[src/rtl/core/atfsc_pkg.sv]
// shared constants, tables and helper functions for the tilt filter / step counter
// no dependencies
package atfsc_pkg;

  localparam int CordicStepsDef = 16;
  localparam int FilterFracDef  = 16;
  localparam int AtanLen        = 25;
  localparam int AngLimit       = 46080;

  // register indexes
  localparam logic [1:0] RegWeight  = 2'd0;
  localparam logic [1:0] RegDead    = 2'd1;
  localparam logic [1:0] RegArm     = 2'd2;
  localparam logic [1:0] RegRelease = 2'd3;
  localparam int CfgIdxW = 2;

  // item kinds
  localparam logic KindSample = 1'b0;
  localparam logic KindClear  = 1'b1;

  // cordic work width: 17-bit operand scaled by 2^24 plus growth
  localparam int CordW = 44;
  // angle accumulator in 1/65536 degree
  localparam int ZW    = 26;

  // rounded atan table in 1/65536 degree
  function automatic logic [ZW-1:0] atan_lut(input logic [4:0] i);
    logic [ZW-1:0] r;
    unique case (i)
      5'd0:  r = 26'd2949120;
      5'd1:  r = 26'd1740967;
      5'd2:  r = 26'd919879;
      5'd3:  r = 26'd466945;
      5'd4:  r = 26'd234379;
      5'd5:  r = 26'd117304;
      5'd6:  r = 26'd58666;
      5'd7:  r = 26'd29335;
      5'd8:  r = 26'd14668;
      5'd9:  r = 26'd7334;
      5'd10: r = 26'd3667;
      5'd11: r = 26'd1833;
      5'd12: r = 26'd917;
      5'd13: r = 26'd458;
      5'd14: r = 26'd229;
      5'd15: r = 26'd115;
      5'd16: r = 26'd57;
      5'd17: r = 26'd29;
      5'd18: r = 26'd14;
      5'd19: r = 26'd7;
      5'd20: r = 26'd4;
      5'd21: r = 26'd2;
      5'd22: r = 26'd1;
      default: r = '0;
    endcase
    return r;
  endfunction

  // clamp a wide signed angle to +-180 degree in 1/256 units
  function automatic logic signed [16:0] clamp_ang(input logic signed [47:0] v);
    logic signed [16:0] r;
    if (v > 48'sd46080) r = 17'sd46080;
    else if (v < -48'sd46080) r = -17'sd46080;
    else r = v[16:0];
    return r;
  endfunction

endpackage

[src/rtl/core/atfsc_cordic.sv]
// iterative cordic vectoring unit: atan2(y, x) in 1/256 degree
// depends on atfsc_pkg
module atfsc_cordic #(
  parameter int CORDIC_STEPS = atfsc_pkg::CordicStepsDef
) (
  input  logic                clk,
  input  logic                rst_n,
  input  logic                start,
  input  logic signed [16:0]  y_in,
  input  logic signed [16:0]  x_in,
  output logic                done,
  output logic signed [16:0]  angle
);
  import atfsc_pkg::*;

  localparam int Steps = (CORDIC_STEPS < AtanLen) ? CORDIC_STEPS : AtanLen;

  logic signed [CordW-1:0] x_r, y_r;
  logic signed [ZW-1:0]    z_r;
  logic [4:0]              i_r;
  logic                    busy_r, done_r;
  logic signed [16:0]      angle_r;

  logic signed [CordW-1:0] xs, ys, xe, ye;
  logic signed [ZW-1:0]    a;
  logic signed [ZW-1:0]    zr;

  assign xs = x_r >>> i_r;
  assign ys = y_r >>> i_r;
  assign a  = atan_lut(i_r);
  assign zr = (z_r + ZW'(128)) >>> 8;
  assign xe = {{(CordW-41){x_in[16]}}, x_in, 24'd0};
  assign ye = {{(CordW-41){y_in[16]}}, y_in, 24'd0};

  // one micro-rotation per cycle
  always_ff @(posedge clk) begin
    if (!rst_n) begin
      busy_r <= 1'b0;
      done_r <= 1'b0;
    end else begin
      done_r <= 1'b0;
      if (start) begin
        i_r <= '0;
        if (x_in == 0 && y_in == 0) begin
          angle_r <= '0;
          done_r  <= 1'b1;
        end else if (x_in < 0) begin
          busy_r <= 1'b1;
          x_r <= -xe;
          y_r <= -ye;
          z_r <= (y_in >= 0) ? ZW'(180*65536) : -ZW'(180*65536);
        end else begin
          busy_r <= 1'b1;
          x_r <= xe;
          y_r <= ye;
          z_r <= '0;
        end
      end else if (busy_r) begin
        if (32'(i_r) == Steps) begin
          busy_r  <= 1'b0;
          done_r  <= 1'b1;
          angle_r <= clamp_ang(48'(zr));
        end else begin
          if (y_r >= 0) begin
            x_r <= x_r + ys; y_r <= y_r - xs; z_r <= z_r + a;
          end else begin
            x_r <= x_r - ys; y_r <= y_r + xs; z_r <= z_r - a;
          end
          i_r <= i_r + 5'd1;
        end
      end
    end
  end

  assign done  = done_r;
  assign angle = angle_r;

  a_no_start_busy: assert property (@(posedge clk) disable iff (!rst_n)
    start |-> !busy_r) else $error("cordic restarted while busy");
  a_done_pulse: assert property (@(posedge clk) disable iff (!rst_n)
    done_r |=> !done_r) else $error("done held");
  a_idx_range: assert property (@(posedge clk) disable iff (!rst_n)
    busy_r |-> 32'(i_r) <= Steps) else $error("index overrun");
endmodule

[src/rtl/core/atfsc_isqrt.sv]
// bit-pair iterative integer square root of a 34-bit value
// depends on atfsc_pkg
module atfsc_isqrt (
  input  logic        clk,
  input  logic        rst_n,
  input  logic        start,
  input  logic [33:0] value,
  output logic        done,
  output logic [15:0] root
);
  import atfsc_pkg::*;

  logic [35:0] v_r, res_r, bit_r;
  logic        busy_r, done_r;
  logic [35:0] trial;

  assign trial = res_r + bit_r;

  // one result bit per cycle; leading zero bits just shift out
  always_ff @(posedge clk) begin
    if (!rst_n) begin
      busy_r <= 1'b0;
      done_r <= 1'b0;
    end else begin
      done_r <= 1'b0;
      if (start) begin
        busy_r <= 1'b1;
        v_r    <= 36'(value);
        res_r  <= '0;
        bit_r  <= 36'(1) << 34;
      end else if (busy_r) begin
        if (bit_r == 0) begin
          busy_r <= 1'b0;
          done_r <= 1'b1;
        end else begin
          if (v_r >= trial) begin
            v_r   <= v_r - trial;
            res_r <= (res_r >> 1) + bit_r;
          end else begin
            res_r <= res_r >> 1;
          end
          bit_r <= bit_r >> 2;
        end
      end
    end
  end

  assign done = done_r;
  assign root = res_r[15:0];

  a_no_restart: assert property (@(posedge clk) disable iff (!rst_n)
    start |-> !busy_r) else $error("isqrt restarted while busy");
  a_root_fits: assert property (@(posedge clk) disable iff (!rst_n)
    done_r |-> res_r[35:16] == 0) else $error("root too wide");
  a_done_pulse: assert property (@(posedge clk) disable iff (!rst_n)
    done_r |=> !done_r) else $error("done held");
endmodule

[src/rtl/core/accel_tilt_filter_step_counter.sv]
// top level: tilt filter and step counter sequencer
// depends on atfsc_pkg, atfsc_cordic, atfsc_isqrt
//
// Usage: items enter on in_valid/in_ready with kind and three signed
// 16-bit axes; one result leaves on out_valid/out_ready per item.
// A sample runs roll cordic and pitch cordic in sequence on one shared
// cordic unit, accumulating the squares while the roll cordic runs, then
// the square root, then the filter step per angle, a multiply phase and
// an apply phase. in_ready rises in the same cycle as out_valid. A clear
// item resets count, magnitude and step flag and goes to the output.
// The block takes one item at a time; in_ready is high only when idle.
// Registers are written on cfg_valid/cfg_ready (always ready); indexes
// beyond the list are ignored. Synchronous active-low reset sets the
// registers to their defaults and clears filters, detector and count.
// A stalled receiver holds the result in the output register and the
// block waits before loading the next result until it is taken.
module accel_tilt_filter_step_counter #(
  parameter int CORDIC_STEPS     = atfsc_pkg::CordicStepsDef,
  parameter int FILTER_FRAC_BITS = atfsc_pkg::FilterFracDef
) (
  input  logic                        clk,
  input  logic                        rst_n,
  input  logic                        in_valid,
  output logic                        in_ready,
  input  logic                        in_kind,
  input  logic signed [15:0]          in_accel_x,
  input  logic signed [15:0]          in_accel_y,
  input  logic signed [15:0]          in_accel_z,
  output logic                        out_valid,
  input  logic                        out_ready,
  output logic signed [16:0]          out_roll,
  output logic signed [16:0]          out_pitch,
  output logic [15:0]                 out_magnitude,
  output logic [15:0]                 out_steps,
  output logic                        out_step_seen,
  input  logic                        cfg_valid,
  output logic                        cfg_ready,
  input  logic [atfsc_pkg::CfgIdxW-1:0] cfg_index,
  input  logic [15:0]                 cfg_data
);
  import atfsc_pkg::*;

  localparam int F  = FILTER_FRAC_BITS;
  localparam int SW = 18 + F;       // smoothed state width
  localparam int DW = SW + 1;       // difference width
  localparam int PW = DW + 17;      // product width

  typedef enum logic [3:0] {
    S_IDLE, S_ROLL, S_ROLL_W, S_PITCH, S_PITCH_W, S_SQRT, S_SQRT_W,
    S_FILT, S_OUT
  } state_t;

  state_t state_r;

  logic [15:0] weight_r, dead_r, arm_r, rel_r;
  logic signed [SW-1:0] roll_s_r, pitch_s_r;
  logic armed_r;
  logic [15:0] steps_r;
  logic signed [15:0] ax_r, ay_r, az_r;
  logic signed [16:0] raw_roll_r, raw_pitch_r;
  logic [15:0] mag_r;
  logic        seen_r;
  logic [33:0] sum_r;
  logic [1:0]  sq_r;
  logic        sel_r;   // filter pass: 0 roll, 1 pitch
  logic        ph_r;    // filter phase: 0 multiply, 1 apply

  // cordic and square root operands
  logic        c_start, c_done;
  logic signed [16:0] c_y, c_x, c_ang;
  logic        q_start, q_done;
  logic [15:0] q_root;

  assign c_x = -17'(az_r);
  assign c_y = (state_r == S_ROLL) ? 17'(ay_r) : -17'(ax_r);
  assign c_start = (state_r == S_ROLL) || (state_r == S_PITCH);
  assign q_start = (state_r == S_SQRT);

  atfsc_cordic #(.CORDIC_STEPS(CORDIC_STEPS)) u_cordic (
    .clk, .rst_n, .start(c_start), .y_in(c_y), .x_in(c_x),
    .done(c_done), .angle(c_ang));

  atfsc_isqrt u_isqrt (
    .clk, .rst_n, .start(q_start), .value(sum_r), .done(q_done), .root(q_root));

  // squared axis through one 16x16 multiplier, one per cycle
  logic signed [15:0] sq_op;
  logic [31:0] sq_val;
  always_comb begin
    unique case (sq_r)
      2'd0: sq_op = ax_r;
      2'd1: sq_op = ay_r;
      default: sq_op = az_r;
    endcase
  end
  assign sq_val = 32'(sq_op * sq_op);

  // shared filter datapath: weighted difference, then update and dead band
  logic signed [SW-1:0] s_cur, s_new;
  logic signed [16:0]   raw_cur;
  logic signed [DW-1:0] diff;
  logic signed [PW-1:0] prod, prod_r;
  logic signed [SW-1:0] s_abs;
  assign s_cur   = sel_r ? pitch_s_r : roll_s_r;
  assign raw_cur = sel_r ? raw_pitch_r : raw_roll_r;
  assign diff = (DW'(raw_cur) <<< F) - DW'(s_cur);
  assign prod = PW'(diff) * $signed({1'b0, weight_r});
  always_comb begin
    s_new = s_cur + SW'((prod_r + PW'(32768)) >>> 16);
    s_abs = (s_new < 0) ? -s_new : s_new;
    if (s_abs < (SW'(dead_r) << F)) s_new = '0;
  end

  function automatic logic signed [16:0] ang_out(input logic signed [SW-1:0] s);
    logic signed [SW:0] t;
    t = (SW+1)'(s) + ((SW+1)'(1) <<< (F-1));
    return clamp_ang(48'(t >>> F));
  endfunction

  logic [16:0] mag_cmp;
  assign mag_cmp = 17'(q_root);

  // sequencer, state and output register
  always_ff @(posedge clk) begin
    if (!rst_n) begin
      state_r   <= S_IDLE;
      weight_r  <= 16'd3277;
      dead_r    <= 16'd128;
      arm_r     <= 16'd10650;
      rel_r     <= 16'd7373;
      roll_s_r  <= '0;
      pitch_s_r <= '0;
      armed_r   <= 1'b0;
      steps_r   <= '0;
      out_valid <= 1'b0;
    end else begin
      if (cfg_valid) begin
        unique case (cfg_index)
          RegWeight:  weight_r <= cfg_data;
          RegDead:    dead_r   <= cfg_data;
          RegArm:     arm_r    <= cfg_data;
          RegRelease: rel_r    <= cfg_data;
          default: ;
        endcase
      end
      if (out_valid && out_ready && state_r != S_OUT) out_valid <= 1'b0;
      unique case (state_r)
        S_IDLE: if (in_valid && in_ready) begin
          ax_r <= in_accel_x; ay_r <= in_accel_y; az_r <= in_accel_z;
          if (in_kind == KindClear) begin
            steps_r <= '0;
            mag_r   <= '0;
            seen_r  <= 1'b0;
            state_r <= S_OUT;
          end else begin
            sum_r <= '0;
            sq_r  <= '0;
            state_r <= S_ROLL;
          end
        end
        S_ROLL: begin
          // start the cordic; squares accumulate in the wait state while it runs
          state_r <= S_ROLL_W;
        end
        S_ROLL_W: begin
          if (sq_r != 2'd3) begin
            sum_r <= sum_r + 34'(sq_val);
            sq_r  <= sq_r + 2'd1;
          end
          if (c_done) begin
            raw_roll_r <= c_ang;
            state_r <= S_PITCH;
          end
        end
        S_PITCH: state_r <= S_PITCH_W;
        S_PITCH_W: if (c_done) begin
          raw_pitch_r <= c_ang;
          state_r <= S_SQRT;
        end
        S_SQRT: state_r <= S_SQRT_W;
        S_SQRT_W: if (q_done) begin
          mag_r  <= q_root;
          seen_r <= 1'b0;
          if ((mag_cmp > 17'(arm_r)) || armed_r) begin
            if (q_root < rel_r) begin
              armed_r <= 1'b0;
              steps_r <= steps_r + 16'd1;
              seen_r  <= 1'b1;
            end else begin
              armed_r <= 1'b1;
            end
          end
          sel_r   <= 1'b0;
          ph_r    <= 1'b0;
          state_r <= S_FILT;
        end
        S_FILT: begin
          if (!ph_r) begin
            // register the weighted difference, apply it next cycle
            prod_r <= prod;
            ph_r   <= 1'b1;
          end else begin
            ph_r <= 1'b0;
            if (sel_r) begin
              pitch_s_r <= s_new;
              state_r   <= S_OUT;
            end else begin
              roll_s_r <= s_new;
              sel_r    <= 1'b1;
            end
          end
        end
        S_OUT: if (!out_valid || out_ready) begin
          out_roll      <= ang_out(roll_s_r);
          out_pitch     <= ang_out(pitch_s_r);
          out_magnitude <= mag_r;
          out_steps     <= steps_r;
          out_step_seen <= seen_r;
          out_valid     <= 1'b1;
          state_r       <= S_IDLE;
        end
        default: state_r <= S_IDLE;
      endcase
    end
  end

  assign in_ready  = (state_r == S_IDLE);
  assign cfg_ready = 1'b1;

  a_accept_idle: assert property (@(posedge clk) disable iff (!rst_n)
    (in_valid && in_ready) |=> state_r != S_IDLE) else $error("item lost");
  a_out_from_seq: assert property (@(posedge clk) disable iff (!rst_n)
    $rose(out_valid) |-> $past(state_r == S_OUT)) else $error("stray result");
  a_step_seen_count: assert property (@(posedge clk) disable iff (!rst_n)
    (out_valid && out_step_seen) |-> out_steps == steps_r || state_r != S_IDLE)
    else $error("step count mismatch");
  a_mag_done: assert property (@(posedge clk) disable iff (!rst_n)
    q_done |-> state_r == S_SQRT_W) else $error("sqrt out of turn");
endmodule
[config.mk]
export PLATFORM = sky130hd
export DESIGN_NAME = accel_tilt_filter_step_counter
export DESIGN_NICKNAME = d
export VERILOG_FILES = /design/src/rtl/core/atfsc_pkg.sv /design/src/rtl/core/atfsc_cordic.sv /design/src/rtl/core/atfsc_isqrt.sv /design/src/rtl/core/accel_tilt_filter_step_counter.sv
export SDC_FILE = /design/constraint.sdc
export NUM_CORES = 2
export LEC_CHECK = 0
export BUFFER_PORTS_ARGS = -buffer_cell sky130_fd_sc_hd__clkbuf_2
export CAP_MARGIN = 25
export CELL_PAD_IN_SITES_DETAIL_PLACEMENT = 1
export CELL_PAD_IN_SITES_GLOBAL_PLACEMENT = 1
export CORE_AREA = 2 2 507 509
export CTS_BUF_LIST = sky130_fd_sc_hd__clkbuf_2 sky130_fd_sc_hd__clkbuf_4 sky130_fd_sc_hd__clkbuf_8
export DETAILED_ROUTE_END_ITERATION = 10
export DIE_AREA = 0 0 509 511
export MAX_ROUTING_LAYER = met4
export PLACE_DENSITY_LB_ADDON = 0.25
export SYNTH_ARGS = -nofsm -noshare
export SYNTH_HDL_FRONTEND = slang
export SYNTH_SLANG_ARGS = --single-unit
[constraint.sdc]
create_clock -name clk -period 15.6 [get_ports clk]
set_input_delay 0.78 -clock clk [delete_from_list [all_inputs] [get_ports clk]]
set_output_delay 0.78 -clock clk [all_outputs]
set_load 0.02 [all_outputs]
### After elaboration in Yosys (flattened, before gate mapping)

Memory sizes are Yosys's and may differ from the RTL's. A register that Yosys moved wholly into a read port is not among the register bits.
Cells that the tools add are included.

| word-level totals | value |
|---|---|
| bits of input ports | 72 |
| RAM bits | 0 |
| bits in latches | 0 |
| register bits | 656 |
| memories | 1 |
| output and inout port bits | 70 |
| memory bits (read-only) | 704 |

Memories:

| memory | depth | bits a word | read ports | clocked after Yosys merged registers in | write ports | line | text |
|---|---|---|---|---|---|---|---|
| (name not given) | 32 | 22 | 1 | 1 | 0 | atfsc_pkg.sv:29 | `unique case (i)` |

| operators by class | value |
|---|---|
| order comparisons | 14 |
| shift operators | 2 |
| multiplexer cells | 98 |
| bitwise gates (word level) | 4 |
| add/subtract/negate cells | 24 |
| equality and inequality tests | 31 |
| multipliers | 2 |
| reduce and logical (&&, ||, !) cells | 47 |
| div/mod/pow operators | 0 |

Operator list:

| kind | count |
|---|---|
| 44-bit 2-to-1 mux | 12 |
| 36-bit 2-to-1 mux | 8 |
| 34-bit 2-to-1 mux | 7 |
| 26-bit 2-to-1 mux | 7 |
| 17-bit 2-to-1 mux | 10 |
| 16-bit 2-to-1 mux | 6 |
| 16-bit one-hot mux with 2 select lines | 3 |
| 44-bit adder | 2 |
| 41-bit negation with 44-bit output | 2 |
| 44-bit by 5-bit >>> shifter with 44-bit output | 2 |
| 44-bit subtractor | 2 |
| 34-bit by 17-bit adder with 35-bit output, second input constant | 2 |
| 34-bit one-hot mux with 2 select lines | 1 |
| 32-bit zero test | 2 |
| 50-bit by 17-bit adder with 50-bit output, second input constant | 1 |
| 35-bit by 17-bit multiplier with 50-bit output | 1 |
| 44-bit by 1-bit >= comparator with 1-bit output, second input constant | 1 |
| 19-bit by 17-bit > comparator with 1-bit output, second input constant | 2 |
| 19-bit by 17-bit less-than comparator with 1-bit output, second input constant | 2 |
| 35-bit by 36-bit adder with 36-bit output | 1 |
| 36-bit adder | 1 |
| 36-bit >= comparator | 1 |
| 36-bit zero test | 1 |
| 4-bit one-hot mux with 9 select lines | 1 |
| other kinds (52) | 144 |

### Longest topological paths before layout

| depth | value |
|---|---|
| depth after elaboration | 7 |
| gate-level depth with buffers | 43 |
| gate-level depth less buffers | 41 |

### By module

A second synthesis with hierarchy kept.

| unflattened totals | value |
|---|---|
| cell total of the unflattened synthesis | 8,843 |
| area, all modules | 80,307.0 um^2 |

By module, submodules not included:

| module | cells an instance | seq. area each (um^2) | area an instance (um^2) | times used |
|---|---|---|---|---|
| accel_tilt_filter_step_counter | 5,292 | 10,259.8 | 49,286.0 | 1 |
| atfsc_cordic | 2,588 | 4,564.4 | 22,554.1 | 1 |
| atfsc_isqrt | 963 | 2,742.6 | 8,466.9 | 1 |

### Least setup slack after synthesis

OpenSTA, ideal clock, no wires.

| path | value |
|---|---|
| path kind | register to register |
| start | register sel_r |
| end | register prod_r[46], data pin |
| path slack | 4.621 ns |
| arrival | 10.716 ns |
| path buffers | 6 |
| required time | 15.336 ns |
| setup time | 0.264 ns |
| clock period less this slack | 10.979 ns |
| stages on the path, launching flop included | 42 |
| cell sequence | edfxtp_1 -> buf_1 -> clkbuf_1 -> buf_1 -> clkbuf_1 -> clkbuf_1 -> mux2i_1 -> ha_1 -> o21ai_0 -> nor2_1 -> o21a_1 -> nand2_1 -> nor2_1 -> xnor2_1 -> clkbuf_1 -> nand2_1 -> fa_1 -> inv_1 -> (+6 left out) -> fa_1 -> inv_1 -> fa_1 -> ha_1 -> a211o_1 -> a221oi_1 -> o21ai_0 -> a211o_1 -> o21a_1 -> a21oi_1 -> o21ai_0 -> a21oi_1 -> o31ai_1 -> a221oi_1 -> o21ai_0 -> or2_2 -> a221oi_1 -> xnor2_1 |

| on the way | value |
|---|---|
| longest elaborated chain between the ends | 3 |

RTL lines:

| what | line | text |
|---|---|---|
| start: declaration | accel_tilt_filter_step_counter.sv:65 | `logic sel_r;` |
| start signal: assignment | accel_tilt_filter_step_counter.sv:193 | `sel_r <= 1'b0;` |
| start signal: assignment | accel_tilt_filter_step_counter.sv:209 | `sel_r <= 1'b1;` |
| 34-bit 2-to-1 mux / 17-bit 2-to-1 mux (equally long branches) | accel_tilt_filter_step_counter.sv:104, accel_tilt_filter_step_counter.sv:105 |  |
| 33-bit by 34-bit subtractor with 35-bit output * | accel_tilt_filter_step_counter.sv:106 | `assign diff = (DW'(raw_cur) <<< F) - DW'(s_cur);` |
| 35-bit by 17-bit multiplier with 50-bit output * | accel_tilt_filter_step_counter.sv:107 | `assign prod = PW'(diff) * $signed({1'b0, weight_r});` |
| via prod[46] | accel_tilt_filter_step_counter.sv:102 | `logic signed [PW-1:0] prod, prod_r;` |
| end signal: assignment | accel_tilt_filter_step_counter.sv:200 | `prod_r <= prod;` |
| end: declaration | accel_tilt_filter_step_counter.sv:102 |  |

The timed path passes the listed nets; every way through them passes the cells marked *.
A chain may end at the register's enable or synchronous reset.

### Worst setup path in the final report

| path | value |
|---|---|
| start | register sq_r[0] |
| end | register sum_r[33], data pin |

| on the way | value |
|---|---|
| longest elaborated chain between the ends | 6 |

RTL lines:

| what | line | text |
|---|---|---|
| start: declaration | accel_tilt_filter_step_counter.sv:64 | `logic [1:0] sq_r;` |
| start signal: assignment | accel_tilt_filter_step_counter.sv:168 | `sq_r <= sq_r + 2'd1;` |
| 2-bit by 1-bit == test with 1-bit output / 2-bit zero test (equally long branches) | accel_tilt_filter_step_counter.sv:90 | `unique case (sq_r)` |
| 16-bit one-hot mux with 2 select lines * | accel_tilt_filter_step_counter.sv:90 |  |
| 16-bit by 16-bit multiplier with 32-bit output * | accel_tilt_filter_step_counter.sv:96 | `assign sq_val = 32'(sq_op * sq_op);` |
| 34-bit by 32-bit adder with 34-bit output * | accel_tilt_filter_step_counter.sv:167 | `sum_r <= sum_r + 34'(sq_val);` |
| 34-bit 2-to-1 mux * | accel_tilt_filter_step_counter.sv:166 | `if (sq_r != 2'd3) begin` |
| 34-bit one-hot mux with 2 select lines * | accel_tilt_filter_step_counter.sv:147 | `unique case (state_r)` |
| end signal: assignment | accel_tilt_filter_step_counter.sv:167 |  |
| end: declaration | accel_tilt_filter_step_counter.sv:63 | `logic [33:0] sum_r;` |

Every way passes the cells marked *; elsewhere a longest branch is shown, timed or not. The select of a mux whose other input is x is not followed.

==> flow_summary.yaml <==
global_routing:
  grt_use_met1: 0.240
  first_global_vias: 66175
  grt_max_degree: 78
  antenna_found_initial: 10
  grt_pass1_wl_um: 383000
  grt_usage: 0.191
  busiest_layer: "met2"
  grt_use_met2: 0.329
  grt-ovfl-total: 0
  met3_usage: 0.0201
detailed_routing:
  drc: 0
  drt_wl_total_um: 239000
  via_count: 60431
  drt_iter0_drc: 3173
  ant_nets: 0
  wl_per_cell_um: 19.9
  first_pass_iters: 5
  viasPerCell: 5.03
worst_setup_path:
  rr_startpoint: "sq_r[0]"
  crit_arrival_ns: 11.89
  rr_worst_depth: 39
  critPathKind: "reg -> reg"
  crit_top_cell: "inv_1"
  crit_required_ns: 16.21
  r2r_slack_ns: 4.32
  worst_setup_path_endpoint: "sum_r[33]"
  startpoint: "sq_r[0]"
  cp-end-kind: "flop"
  start_kind: "flop"
  timing.rr.end: "sum_r[33]"
  max_stage_delay_ns: 0.80
  path_max_fanout: 18
  cp_slowest_cell: "a21oi_1"
timing:
  relSlewSlack: 0.299
  drv_slew: 0
  min_period_ns: 11.28
  rsz0062_at_grt: "no"
  finalSetupTns_ns: 0
  fin_crit_sh: 0.723
  setup_viol: 0
  skew_ns: 0.0736
  hold_viol_final: 0
  fmax_mhz: 88.7
  worstMarginPinSlew_ns: 1.02
die:
  core_area_um2: 255000
  die_h_um: 511
  io_pins: 142
  fp.dieArea_um2: 260000
  die_w_um: 509
  start_util: 0.298
  num_rows: 186
layout:
  final_layout_size_suffix_gt1_frac: 0.0851
  nets: 9896
  fillers: 29733
  seqCellArea_um2: 17600
  multi_input_area_um2: 53200
  area_growth_pct: 10.2
hold_path:
  hp-class: "in -> reg"
flow_run:
  cap_viol_max_count: 0
yosys:
  yosys_warnings: 0
  ys.flop_type: "edfxtp_1"
  yosysSeqAreaShare: 0.231
  synth_fp_nets: 9809
  synth-compound-area-share: 0.122
  synth_xor_area_frac: 0.0707
  synth_top_family_by_area: "adder cells"
  synth_fa_ha_area_frac: 0.288
  netlist_instances: 8438
  async_flop_share: 0
  synth_area_per_cell_um2: 9.02
  syn_area_um2: 76100
  synth-edff-count: 465
  yosys.area_share.simple: 0.162
  ys_types: 90
  synthMuxAreaShare: 0.0545
  synth_seq_cells: 645
clock_tree:
  cts_resized: 0
  clockBufferDepth: 3
  cts.sinks: 645
  postCtsSetupBuffers: 0
  holdBufCountCts: 41
  path_clk_slew_ns: 0.06
  htree_levels: 4
  numCtsBuffers: 132
  cts_tree: "done"
  cts-root-buf: "clkbuf_8"
  clock_latency_ns: 0.94
placed_design:
  dp.final_hpwl_um: 188000
  gp_congestion: 0.856
  port-buffer-count: 140
run_status:
  outcome: "finished clean"
## metal layers
layer	up-vias	wire length [um]
li1	28433	-
met1	30976	108000
met2	780	121000
met3	242	6500
met4	0	4340
met5	-	0
## layout make-up
| cell class | instances | area share |
|---|---|---|
| Antenna cell | 8 | 0.000239 |
| Clock buffer | 169 | 0.0254 |
| Clock inverter | 69 | 0.00688 |
| Inverter | 1097 | 0.0491 |
| Multi-Input combinational cell | 6350 | 0.634 |
| Sequential cell | 645 | 0.209 |
| Tap cell | 3384 | 0.0505 |
| Timing Repair Buffer | 299 | 0.0242 |
## stage by stage
step	setup WS, ns	util	area, um2	hold WS, ns	cells
6_report	4.32	0.329	83900	0.135	12021
5_1_grt	3.46	0.329	83900	0.0471	12020
4_1_cts	4.24	0.328	83800	0.00124	12011
3_5_place_dp	4.32	0.316	80700	0.405	11732
3_3_place_gp	4.40	0.316	80700	0.402	11728
2_1_floorplan	4.62	-	76100	0.400	8438
## registers in the layout, summed over array words and instances (netlist names), 17 cells and up
signal and cells:
u_isqrt.res_r 36, u_isqrt.v_r 36, prod_r 35, sum_r 34, u_cordic.angle 17, u_isqrt.bit_r 18, roll_s_r 34, u_cordic.y_r 44
u_cordic.z_r 26, u_cordic.x_r 44, u_cordic.a 22, raw_roll_r 17, raw_pitch_r 17, pitch_s_r 34, out_roll 17, out_pitch 17
## cells in the final DEF, fill, tap and decap left out, types with 138 or more instances in the layout
cell	n
and2_1	286
fa_1	756
dfxtp_1	179
a21o_1	144
nand2_1	1095
edfxtp_1	465
clkbuf_2	140
nor2_1	598
inv_1	1083
clkbuf_8	138
o21ai_0	389
a21oi_1	411
xor2_1	237
xnor2_1	377
ha_1	543
## cells in the mapped netlist (180+ instances only)
master	n	area, um2
xnor2_1	377	3300
a21oi_1	416	2080
ha_1	543	6790
dfxtp_1	180	3600
xor2_1	237	2080
fa_1	756	15100
edfxtp_1	465	14000
and2_1	287	1800
clkbuf_1	286	1070
nor2_1	599	2250
nand2_1	1096	4110
inv_1	1084	4070
o21ai_0	389	1950
## worst max-delay path, delay by kind of cell (launching register included)
family / cells / cell delay, ns
adders and majority gates: 9 / 4.27
AOI/OAI and AO/OA: 14 / 3.84
buffers and inverters: 8 / 1.15
and+or+nand+nor: 6 / 0.85
DFF: 1 / 0.44
muxes: 1 / 0.28
xor gates and xnor gates: 1 / 0.15
## worst min path at each step
stage | startpoint | to | slack [ns] | cells after the start
global placement | mag_r[5] | out_magnitude[5] | 0.40 | 0
global route | in_accel_z[1] | az_r[1] | 0.05 | 1
detailed placement | seen_r | out_step_seen | 0.41 | 0
CTS | in_accel_z[2] | az_r[2] | 0.001 | 1
finish | in_accel_z[1] | az_r[1] | 0.13 | 1
floorplan | mag_r[0] | out_magnitude[0] | 0.40 | 0
## logic make-up (layout without fill, tap and decap cells)
group / Yosys count / in the layout
and+or+nand+nor: 2676 / 2676
AOI/OAI and AO/OA: 1492 / 1492
buffers and inverters: 1443 / 1634
adders and majority gates: 1300 / 1300
DFF: 645 / 645
xor gates and xnor gates: 614 / 614
muxes: 267 / 267
other: 1 / 9
Power is not shown: default switching activity piles up to over one toggle a cycle in this logic, so the estimate is an artifact.
